$ cat src/design/rfbp_pkg.sv
// Shared types and constants for the ring FIFO with bulk pop.
package rfbp_pkg;

   localparam int WORD_W   = 64;
   localparam int TYPE_W   = 2;
   localparam int LIMIT_W  = 4;
   localparam int OCC_W    = 4;
   localparam int STATUS_W = 2;

   // Request codes. Any other code is a status query.
   localparam logic [TYPE_W-1:0] REQ_PUSH = 2'd0;
   localparam logic [TYPE_W-1:0] REQ_POP  = 2'd1;

   // Status codes reported with every result.
   localparam logic [STATUS_W-1:0] STATUS_OK      = 2'd0;
   localparam logic [STATUS_W-1:0] STATUS_DROPPED = 2'd1;
   localparam logic [STATUS_W-1:0] STATUS_EMPTY   = 2'd2;

   typedef enum logic {
      ST_IDLE,
      ST_RUN
   } fifo_state_type;

   typedef struct packed {
      logic load;
      logic shift;
   } cell_ctrl_type;

   typedef struct packed {
      logic [TYPE_W-1:0]  req_type;
      logic [WORD_W-1:0]  push_value;
      logic [LIMIT_W-1:0] pop_limit;
   } req_payload_type;

   typedef struct packed {
      logic [WORD_W-1:0]   data_word;
      logic                data_valid;
      logic                run_last;
      logic [OCC_W-1:0]    occupancy;
      logic [OCC_W-1:0]    free_slots;
      logic                is_empty;
      logic                is_full;
      logic [STATUS_W-1:0] status_code;
   } rsp_payload_type;

endpackage

$ cat src/design/rfbp_if.sv
// Valid/ready channel interfaces for requests and responses.
interface rfbp_req_if;
   logic                      valid;
   logic                      ready;
   rfbp_pkg::req_payload_type payload;

   modport source (output valid, output payload, input ready);
   modport sink (input valid, input payload, output ready);
endinterface

interface rfbp_rsp_if;
   logic                      valid;
   logic                      ready;
   rfbp_pkg::rsp_payload_type payload;

   modport source (output valid, output payload, input ready);
   modport sink (input valid, input payload, output ready);
endinterface

$ cat src/design/rfbp_cell.sv
// One storage cell of the FIFO chain: loads a pushed word or takes its neighbor's word.
module rfbp_cell #(
   parameter int WORD_BITS = 64
) (
   input  logic                    clock,
   input  rfbp_pkg::cell_ctrl_type ctrl,
   input  logic [WORD_BITS-1:0]    load_word,
   input  logic [WORD_BITS-1:0]    next_word,
   output logic [WORD_BITS-1:0]    word_out
);

   logic [WORD_BITS-1:0] word_ff;
   logic [WORD_BITS-1:0] word_in;

   // A pop moves every word one cell toward the head; a push fills the first free cell.
   always_comb begin
      word_in = word_ff;
      if (ctrl.shift) begin
         word_in = next_word;
      end else if (ctrl.load) begin
         word_in = load_word;
      end
   end

   always_ff @(posedge clock) begin
      word_ff <= word_in;
   end

   assign word_out = word_ff;

endmodule

$ cat src/design/ring_fifo_with_bulk_pop.sv
// Top level of the word FIFO with single pushes and bulk pop runs.
//
// Requests arrive as transactions on req_ch and results leave as transactions on
// rsp_ch, both valid/ready channels. The queue holds at most DEPTH-1 words.
// A push or a status query gives one result; a push into a full queue is dropped
// and flagged, and a pop run on an empty queue gives one flagged result.
// A pop run with limit L (zero counts as one) removes min(L, occupancy) words,
// oldest first, one result per word, with run_last set on the final one. Every
// result carries the occupancy after it, the free slots and the empty and full
// flags. Every result is registered; the result of a request, or the first word
// of a pop run, appears in the cycle after the request transaction, and that
// first word is taken in the same cycle as the request. A pop run moves one
// word per cycle while the output register is free, by the shift of the cell
// chain toward its head. While a run is in progress no new request is taken.
// When the receiver stalls, the result stays in the output register and the
// chain holds; a new request is still taken as long as the stalled result is
// being taken in the same cycle. Reset empties the queue at once by clearing
// the count; the word cells are not cleared and are never read before written.
module ring_fifo_with_bulk_pop #(
   parameter int DEPTH     = 16,
   parameter int WORD_BITS = 64
) (
   input  logic        clock,
   input  logic        reset,
   rfbp_req_if.sink    req_ch,
   rfbp_rsp_if.source  rsp_ch
);

   localparam int NCELL = DEPTH - 1;
   localparam int CNT_W = $clog2(DEPTH);

   // Control state.
   rfbp_pkg::fifo_state_type state_ff, state_in;
   logic [CNT_W-1:0]               count_ff, count_in;
   logic [rfbp_pkg::LIMIT_W-1:0]   remain_ff, remain_in;
   logic                           rsp_valid_ff, rsp_valid_in;
   rfbp_pkg::rsp_payload_type      rsp_ff, rsp_in;

   // Cell chain; cell 0 holds the oldest word.
   logic [WORD_BITS-1:0]    cell_word [NCELL];
   rfbp_pkg::cell_ctrl_type cell_ctrl [NCELL];

   logic                           out_free;
   logic                           req_accept;
   logic                           push_do;
   logic                           pop_do;
   logic                           single_do;
   logic                           pop_last;
   logic [rfbp_pkg::STATUS_W-1:0]  status;
   logic [rfbp_pkg::LIMIT_W-1:0]   limit_eff;
   logic [rfbp_pkg::LIMIT_W-1:0]   run_len;
   logic [rfbp_pkg::LIMIT_W-1:0]   remain_cur;

   // The output register can take a new result when empty or being emptied.
   assign out_free     = !rsp_valid_ff || rsp_ch.ready;
   assign req_ch.ready = (state_ff == rfbp_pkg::ST_IDLE) && out_free;
   assign req_accept   = req_ch.valid && req_ch.ready;

   // Decode the request and sequence the pop run.
   always_comb begin
      push_do   = 1'b0;
      pop_do    = 1'b0;
      single_do = 1'b0;
      status    = rfbp_pkg::STATUS_OK;

      // A limit of zero counts as one; a run never takes more than is stored.
      limit_eff  = (req_ch.payload.pop_limit == '0) ? rfbp_pkg::LIMIT_W'(1)
                                                   : req_ch.payload.pop_limit;
      run_len    = (8'(limit_eff) < 8'(count_ff)) ? limit_eff
                                                  : rfbp_pkg::LIMIT_W'(count_ff);
      remain_cur = (state_ff == rfbp_pkg::ST_RUN) ? remain_ff : run_len;
      pop_last   = (remain_cur == rfbp_pkg::LIMIT_W'(1));

      if (req_accept) begin
         case (req_ch.payload.req_type)
            rfbp_pkg::REQ_PUSH: begin
               single_do = 1'b1;
               if (count_ff == CNT_W'(NCELL)) begin
                  status = rfbp_pkg::STATUS_DROPPED;
               end else begin
                  push_do = 1'b1;
               end
            end
            rfbp_pkg::REQ_POP: begin
               if (count_ff == '0) begin
                  single_do = 1'b1;
                  status    = rfbp_pkg::STATUS_EMPTY;
               end else begin
                  pop_do = 1'b1;
               end
            end
            default: begin
               single_do = 1'b1;
            end
         endcase
      end else if ((state_ff == rfbp_pkg::ST_RUN) && out_free) begin
         pop_do = 1'b1;
      end

      count_in = count_ff;
      if (push_do) begin
         count_in = count_ff + CNT_W'(1);
      end else if (pop_do) begin
         count_in = count_ff - CNT_W'(1);
      end

      remain_in = pop_do ? (remain_cur - rfbp_pkg::LIMIT_W'(1)) : remain_ff;

      // Result register: load on a new result, drop once taken.
      rsp_in       = rsp_ff;
      rsp_valid_in = rsp_valid_ff && !rsp_ch.ready;
      if (single_do || pop_do) begin
         rsp_valid_in       = 1'b1;
         rsp_in.data_word   = pop_do ? rfbp_pkg::WORD_W'(cell_word[0]) : '0;
         rsp_in.data_valid  = pop_do;
         rsp_in.run_last    = single_do || pop_last;
         rsp_in.occupancy   = rfbp_pkg::OCC_W'(count_in);
         rsp_in.free_slots  = rfbp_pkg::OCC_W'(8'(NCELL) - 8'(count_in));
         rsp_in.is_empty    = (count_in == '0);
         rsp_in.is_full     = (count_in == CNT_W'(NCELL));
         rsp_in.status_code = status;
      end
   end

   // Next state: a run continues until its last word has been emitted.
   always_comb begin
      state_in = state_ff;
      if (pop_do) begin
         state_in = pop_last ? rfbp_pkg::ST_IDLE : rfbp_pkg::ST_RUN;
      end
   end

   always_ff @(posedge clock) begin
      if (reset) begin
         state_ff     <= rfbp_pkg::ST_IDLE;
         count_ff     <= '0;
         remain_ff    <= '0;
         rsp_valid_ff <= 1'b0;
      end else begin
         state_ff     <= state_in;
         count_ff     <= count_in;
         remain_ff    <= remain_in;
         rsp_valid_ff <= rsp_valid_in;
      end
   end

   always_ff @(posedge clock) begin
      rsp_ff <= rsp_in;
   end

   assign rsp_ch.valid   = rsp_valid_ff;
   assign rsp_ch.payload = rsp_ff;

   // The chain: a push fills the cell at the current count, a pop shifts all cells.
   for (genvar i = 0; i < NCELL; i++) begin : g_cell
      logic [WORD_BITS-1:0] next_word;

      if (i == NCELL - 1) begin : g_tail
         assign next_word = cell_word[i];
      end else begin : g_body
         assign next_word = cell_word[i+1];
      end

      assign cell_ctrl[i].load  = push_do && (count_ff == CNT_W'(i));
      assign cell_ctrl[i].shift = pop_do;

      rfbp_cell #(
         .WORD_BITS (WORD_BITS)
      ) u_cell (
         .clock     (clock),
         .ctrl      (cell_ctrl[i]),
         .load_word (req_ch.payload.push_value[WORD_BITS-1:0]),
         .next_word (next_word),
         .word_out  (cell_word[i])
      );
   end

`ifndef SYNTH
   // The count never passes the usable capacity.
   a_count_range: assert property (@(posedge clock) disable iff (reset)
      count_ff <= CNT_W'(NCELL))
      else $error("stored count exceeds capacity");

   // During a run there are always words left to emit and enough stored to cover them.
   a_run_covered: assert property (@(posedge clock) disable iff (reset)
      (state_ff == rfbp_pkg::ST_RUN) |->
         (remain_ff != '0) && (8'(remain_ff) <= 8'(count_ff)))
      else $error("pop run outlives the stored words");

   // Each emitted word removes exactly one entry.
   a_pop_decrements: assert property (@(posedge clock) disable iff (reset)
      pop_do |=> count_ff == CNT_W'($past(count_ff) - CNT_W'(1)))
      else $error("pop step did not decrement the count");

   // A pending result that is not the last of its run means the run is still going.
   a_run_pending: assert property (@(posedge clock) disable iff (reset)
      (rsp_valid_ff && !rsp_ff.run_last) |-> (state_ff == rfbp_pkg::ST_RUN))
      else $error("run ended before its final result");
`endif

endmodule

$ cat src/flat_wrapper.sv
// flat-port wrapper written by rule: the top's interface ports become plain ports
module ring_fifo_with_bulk_pop_flat 
#(
   parameter int DEPTH     = 16,
   parameter int WORD_BITS = 64
)
  (clock, reset, req_ch_valid, req_ch_payload, req_ch_ready, rsp_ch_valid, rsp_ch_payload, rsp_ch_ready);
  rfbp_req_if req_ch_i ();
  rfbp_rsp_if rsp_ch_i ();
  input  logic clock;
  input  logic reset;
  input wire logic [$bits(req_ch_i.valid)-1:0] req_ch_valid;
  input wire logic [$bits(req_ch_i.payload)-1:0] req_ch_payload;
  output wire logic [$bits(req_ch_i.ready)-1:0] req_ch_ready;
  output wire logic [$bits(rsp_ch_i.valid)-1:0] rsp_ch_valid;
  output wire logic [$bits(rsp_ch_i.payload)-1:0] rsp_ch_payload;
  input wire logic [$bits(rsp_ch_i.ready)-1:0] rsp_ch_ready;
  assign req_ch_i.valid = req_ch_valid;
  assign req_ch_i.payload = req_ch_payload;
  assign req_ch_ready = req_ch_i.ready;
  assign rsp_ch_valid = rsp_ch_i.valid;
  assign rsp_ch_payload = rsp_ch_i.payload;
  assign rsp_ch_i.ready = rsp_ch_ready;
  ring_fifo_with_bulk_pop #(.DEPTH(DEPTH), .WORD_BITS(WORD_BITS)) u_core (.clock(clock), .reset(reset), .req_ch(req_ch_i), .rsp_ch(rsp_ch_i));
endmodule
$ cat config.mk
export PLATFORM = sky130hd
export DESIGN_NAME = ring_fifo_with_bulk_pop_flat
export DESIGN_NICKNAME = d
export VERILOG_FILES = /design/src/design/rfbp_pkg.sv /design/src/design/rfbp_if.sv /design/src/design/rfbp_cell.sv /design/src/design/ring_fifo_with_bulk_pop.sv /design/src/flat_wrapper.sv
export SDC_FILE = /design/constraint.sdc
export NUM_CORES = 2
export LEC_CHECK = 0
export ABC_AREA = 1
export BUFFER_PORTS_ARGS = -buffer_cell sky130_fd_sc_hd__buf_2
export CORE_ASPECT_RATIO = 0.6
export CORE_MARGIN = 2
export CORE_UTILIZATION = 56
export DETAILED_ROUTE_END_ITERATION = 8
export PLACE_DENSITY = 0.78
export SLEW_MARGIN = 20
export SYNTH_ARGS = -nofsm -noshare
export SYNTH_HDL_FRONTEND = slang
export SYNTH_HIERARCHICAL = 1
export SYNTH_SLANG_ARGS = --single-unit
$ cat constraint.sdc
create_clock -name clock -period 2.6 [get_ports clock]
set_input_delay 0.52 -clock clock [delete_from_list [all_inputs] [get_ports clock]]
set_output_delay 0.52 -clock clock [all_outputs]
set_load 0.01 [all_outputs]
After elaboration in Yosys (flattened, before gate mapping)
Cells that the tools add are included.
{ "word_totals": {"ff_bits": 1048, "wordCells": 143, "in_bits": 74, "out_inout_bits": 80} }
{ "op_classes": {"order_cmp": 1, "n_reduce_logical": 43, "n_eq_ne": 18, "n_bitwise": 2, "n_mux": 48, "add_sub_neg": 4} }
{ "op_table": {"columns": ["cell", "n"], "rows": [
  ["$mux 64", 28],
  ["$eq 4x4->1 const B", 9],
  ["$reduce_bool 2->1", 14],
  ["$mux 4", 5],
  ["$logic_and 1x1->1", 19],
  ["$eq 4x3->1 const B", 4],
  ["$mux 1", 13],
  ["$logic_not 4->1", 3],
  ["$eq 4x1->1 const B", 2],
  ["$eq 4x2->1 const B", 2],
  ["$sub 4x1->4 const B", 2],
  ["$add 4x1->4 const B", 1],
  ["$lt 4x4->1", 1],
  ["$pmux 2 s2", 1],
  ["$sub 4x4->4 const A", 1],
  ["$logic_or 1x1->1", 3],
  ["$eq 2x1->1 const B", 1],
  ["$logic_not 1->1", 2],
  ["$logic_not 2->1", 1],
  ["$mux 2", 1],
  ["$not 1->1", 2],
  ["$reduce_and 2->1", 1]
]} }

Depth between registers and ports, before layout
{ "depth": {"ltp_word": 8, "depth_mapped": 16, "depth_no_buf": 16} }

Cells and area by module
The synthesis kept the hierarchy.
{ "by_module_without_submodules": {"columns": ["mod", "cells_per_inst", "instances", "area_per_inst_um2", "seq_area_each_um2"], "rows": [
  ["rfbp_cell", 271, 15, 2755.1, 1921.8],
  ["ring_fifo_with_bulk_pop", 376, 1, 3902.5, 2542.4]
]} }

Worst setup path before layout
No wires, ideal clock.
{ "synth_path": {"path_type": "flip-flop to flip-flop", "from": "register u_core.count_ff[0]", "to": "register u_core.g_cell[0].u_cell.word_ff[0], enable pin", "setup_time_ps": 394, "stages_incl_launch_ff": 10, "required_ps": 2206, "period_less_slack_ps": 2908, "n_path_buf": 1, "setup_slack_ps": -308, "arrival_time_ps": 2514, "path_cell_list": "dfxtp_1 -> inv_1 -> ha_1 -> nand2_1 -> nand3_2 -> inv_2 -> a21boi_4 -> inv_4 -> buf_6 -> or2_2"} }
{ "synth_rtl": {"columns": ["element", "line", "rtl"], "rows": [
  ["from (decl)", "ring_fifo_with_bulk_pop.sv:34", "logic [CNT_W-1:0] count_ff, count_in;"],
  ["from (signal assigned)", "ring_fifo_with_bulk_pop.sv:141", "count_ff <= count_in;"],
  ["to (signal assigned)", "rfbp_cell.sv:26", "word_ff <= word_in;"],
  ["to (decl)", "rfbp_cell.sv:12", "logic [WORD_BITS-1:0] word_ff;"]
]} }

Worst setup path in the final report
{ "layout_path": {"from": "register u_core.count_ff[0]", "to": "register u_core.rsp_ff (netlist bit u_core/rsp_ch.payload[7]), data pin"} }
{ "layout_between": {"elab_chain_cells": 7, "word_cells_on_any_way": 13, "cone_classes": "add/sub (3); eq/ne (1); mux (8); reduce/logical (1)"} }
{ "layout_lines": {"columns": ["element", "line", "rtl"], "rows": [
  ["$logic_not 4->1", "ring_fifo_with_bulk_pop.sv:85", "if (count_ff == '0) begin"],
  ["$mux 1", "ring_fifo_with_bulk_pop.sv:85", null],
  ["$mux 1", "ring_fifo_with_bulk_pop.sv:75", "case (req_ch.payload.req_type)"],
  ["$mux 1", "ring_fifo_with_bulk_pop.sv:74", "if (req_accept) begin"],
  ["$mux 4", "ring_fifo_with_bulk_pop.sv:103", "end else if (pop_do) begin"],
  ["$mux 4 *", "ring_fifo_with_bulk_pop.sv:101", "if (push_do) begin"],
  ["via u_core.count_in[3]", "ring_fifo_with_bulk_pop.sv:34", null],
  ["$sub 4x4->4 *", "ring_fifo_with_bulk_pop.sv:118", "rsp_in.free_slots = rfbp_pkg::OCC_W'(8'(NCELL) - 8'(count_in));"],
  ["to (signal assigned)", "ring_fifo_with_bulk_pop.sv:148", "rsp_ff <= rsp_in;"],
  ["to (decl)", "ring_fifo_with_bulk_pop.sv:37", "rfbp_pkg::rsp_payload_type rsp_ff, rsp_in;"]
]} }
Mark *: on every way through the listed nets, which the timed path passes. The rest lies on a longest branch.
A chain may end at the register's enable or synchronous reset.

==> flow_metrics.env <==
export IMPL_muxShareOfSynthArea_pct=0
export IMPL_clk_pin_slew_ns=0.06
export IMPL_power_density_mw_per_mm2=752
export IMPL_irDropWorstVdd_mv=0.514
export IMPL_synth_compound_area_share_pct=0.257
export IMPL_yosys_warnings=6
export IMPL_fmax_mhz=415
export IMPL_synth_area_leader_cell="edfxtp_1"
export IMPL_seq_area_frac_synth_pct=69.4
export IMPL_yosys_top_cells_count="2,914 x nand2_1, 1,038 x edfxtp_1, 111 x buf_2, 94 x inv_1, 92 x buf_6"
export IMPL_synth_top_family_by_area="simple AND/OR/NAND/NOR gates"
export IMPL_clock_latency_ns=0.69
export IMPL_rsz0062_at_grt="no"
export IMPL_initial_core_util_pct=56.8
export IMPL_synth_cells=4441
export IMPL_synth_adder_area_share_pct=0.277
export IMPL_required_ns=3.00
export IMPL_hold_class="in -> reg"
export IMPL_dp_cells=5545
export IMPL_drv_slew=0
export IMPL_hpwl_um=58200
export IMPL_fin_crit_ns=2.41
export IMPL_ys_async_sr_fraction_pct=0
export IMPL_synth_top_area_share_pct=68.9
export IMPL_ys_flop_type="edfxtp_1"
export IMPL_clock_sinks=1048
export IMPL_grt_pass1_vias=29600
export IMPL_synth_net_count=4525
export IMPL_worstMarginPinSlew_ns=0.659
export IMPL_synthTopCellsByArea="edfxtp_1 69%, nand2_1 24%, buf_6 2.3%, buf_2 1.2%, inv_1 0.78%"
export IMPL_coreArea_mm2=0.0797
export IMPL_ys_seq_elements=1048
export IMPL_io_buffers=153
export IMPL_htreeDepth=3
export IMPL_hold_viol=0
export IMPL_startpoint_type="flop"
export IMPL_place_gp_congestion=0.785
export IMPL_cts_buffers=95
export IMPL_max_slew_margin_pct=56.1
export IMPL_first_pass_iters=6
export IMPL_worst_path_max_fanout=16
export IMPL_cp_arrival_ns=2.81
export IMPL_setup_viol=0
export IMPL_ant_nets=0
export IMPL_num_vias=30700
export IMPL_std_cell_rows=80
export IMPL_via_per_inst=5.36
export IMPL_yosys_area_share_simple_pct=25.5
export IMPL_cap_violations=0
export IMPL_drtIter0Drc=3470
export IMPL_design_power_total_uw=37500
export IMPL_die_h_um=224
export IMPL_cts_root_buffer="clkbuf_16"
export IMPL_grt_max_degree=92
export IMPL_synthXorXnorAreaFrac_pct=0.111
export IMPL_clock_path_buffers=3
export IMPL_ys_types=33
export IMPL_grt_usage_pct=24.2
export IMPL_nNetsFinal=4664
export IMPL_outcome="finished clean"
export IMPL_finish_utilization_pct=62.6
export IMPL_syn_area_mm2=0.0452
export IMPL_grt_antenna_before_repair=6
export IMPL_skew_ns=0.0236
export IMPL_layout_cells_non_filler=5719
export IMPL_synth_most_common_cell="nand2_1"
export IMPL_die_w_um=371
export IMPL_synth_edf_count=1038
export IMPL_finalCritPeriodShare_pct=92.6
export IMPL_cts_tree="built"
export IMPL_remaining_drc_errors=0
export IMPL_grt_pass1_wl_um=158000
export IMPL_cts_hold_fix_buffers=0
export IMPL_routed_wirelength_um=101000
export IMPL_tns_ns=0
export IMPL_crit_path_end_kind="flop"
export IMPL_ios=154
export IMPL_avgSynthCellArea_um2=10.2
export IMPL_p_leak_uw=0.0213
export IMPL_timing_setup_critical_path_class="reg -> reg"
export IMPL_overflow=0
export IMPL_wl_per_cell_um=17.6
export IMPL_drive_gt1_share_pct=9.05
export IMPL_area_growth_pct=10.3
export IMPL_fp_dieArea_mm2=0.0831
==> routing by layer <==
metal / vias to the layer above / wire length, µm / global-route usage [%]
li1: 14500 / - / -
met1: 14700 / 42700 / 34.3
met2: 1297 / 46800 / 38.7
met3: 169 / 8740 / 4.42
met4: 8 / 2390 / 6.63
met5: - / 55 / 0
==> kinds of logic (layout without fill, tap and decap cells) <==
logic type,after synthesis,in the layout
xor gates and xnor gates,4,4
other,0,1
DFF,1048,1048
and+or+nand+nor,3042,3042
buffers and inverters,319,530
AOI/OAI and AO/OA,18,18
adders and majority gates,10,10
==> power breakdown <==
group	leakage, µW	internal, µW	switching (µW)	total (µW)
clock network	0.00142	7140	6150	13300
logic	0.0104	1110	2940	4050
registers	0.00956	20000	233	20200
==> what timing repair did <==
action / 4_1_cts / 5_1_grt
endpoints found under the setup margin: 0 / 99
endpoints found under the hold margin: 0 / 0
buffers inserted: 0 / 2
resized for setup: 0 / 6
==> worst max-delay path: stages (launching register included) <==
cell	delay [ns]
dfxtp_1	0.43
inv_1	0.09
ha_1	0.22
nand2_1	0.15
nand3_2	0.08
inv_2	0.08
a21boi_4	0.06
buf_12	0.14
buf_4	0.20
o22ai_2	0.15
xor2_1	0.36
inv_1	0.16
==> sequential cells by signal (all words and copies together) (netlist names) <==
name / cells
u_core/g_cell.u_cell/word_out: 960
u_core/rsp_ch.payload: 78
u_core/count_ff: 4
u_core/remain_ff: 4
u_core/rsp_ch.valid: 1
u_core/state_ff: 1
==> cells in the final DEF (no fill, tap or decap), types with 12 or more instances in the layout <==
cell / count
clkbuf_16: 98
clkbuf_1: 18
nor2_1: 88
buf_2: 153
nand3_1: 12
edfxtp_1: 1038
or2_4: 15
clkinv_2: 18
clkinv_1: 26
inv_2: 19
buf_12: 37
nand2_1: 2914
inv_1: 93
buf_4: 51
==> through the flow <==
| stage | setup slack [ns] | area, µm² | hold slack [ns] |
|---|---|---|---|
| 3_3_place_gp | 0.145 | 46900 | 0.496 |
| 3_5_place_dp | -0.00903 | 46900 | 0.501 |
| 2_1_floorplan | 0.00486 | 45300 | 0.491 |
| 4_1_cts | 0.0815 | 49800 | 0.0342 |
| 6_report | 0.191 | 49900 | 0.0791 |
| 5_1_grt | 0.0367 | 49900 | 0.0683 |
==> final cells by class <==
class | instances | area (µm²)
sequential | 1048 | 31400
inverter | 114 | 458
fill | 6060 | 29800
tap | 1066 | 1330
timing repair inverter | 1 | 11.3
clock inverter | 54 | 377
multi-input combinational | 3074 | 11900
antenna | 1 | 2.50
clock buffer | 115 | 2490
timing repair buffer | 246 | 1990
==> path summary, 6_finish.rpt <==
check,slack [ns],end,cells after the start,from
setup / recovery,0.19,u_core/rsp_ch.payload[7],11,u_core/count_ff[0]
hold / removal,0.08,u_core/count_ff[1],2,reset
setup reg to reg,0.19,u_core/rsp_ch.payload[7],11,u_core/count_ff[0]
hold reg to reg,0.51,u_core/g_cell[8].u_cell/word_out[57],2,u_core/g_cell[9].u_cell/word_out[57]
Note: power is estimated with default switching activity, not from simulation.
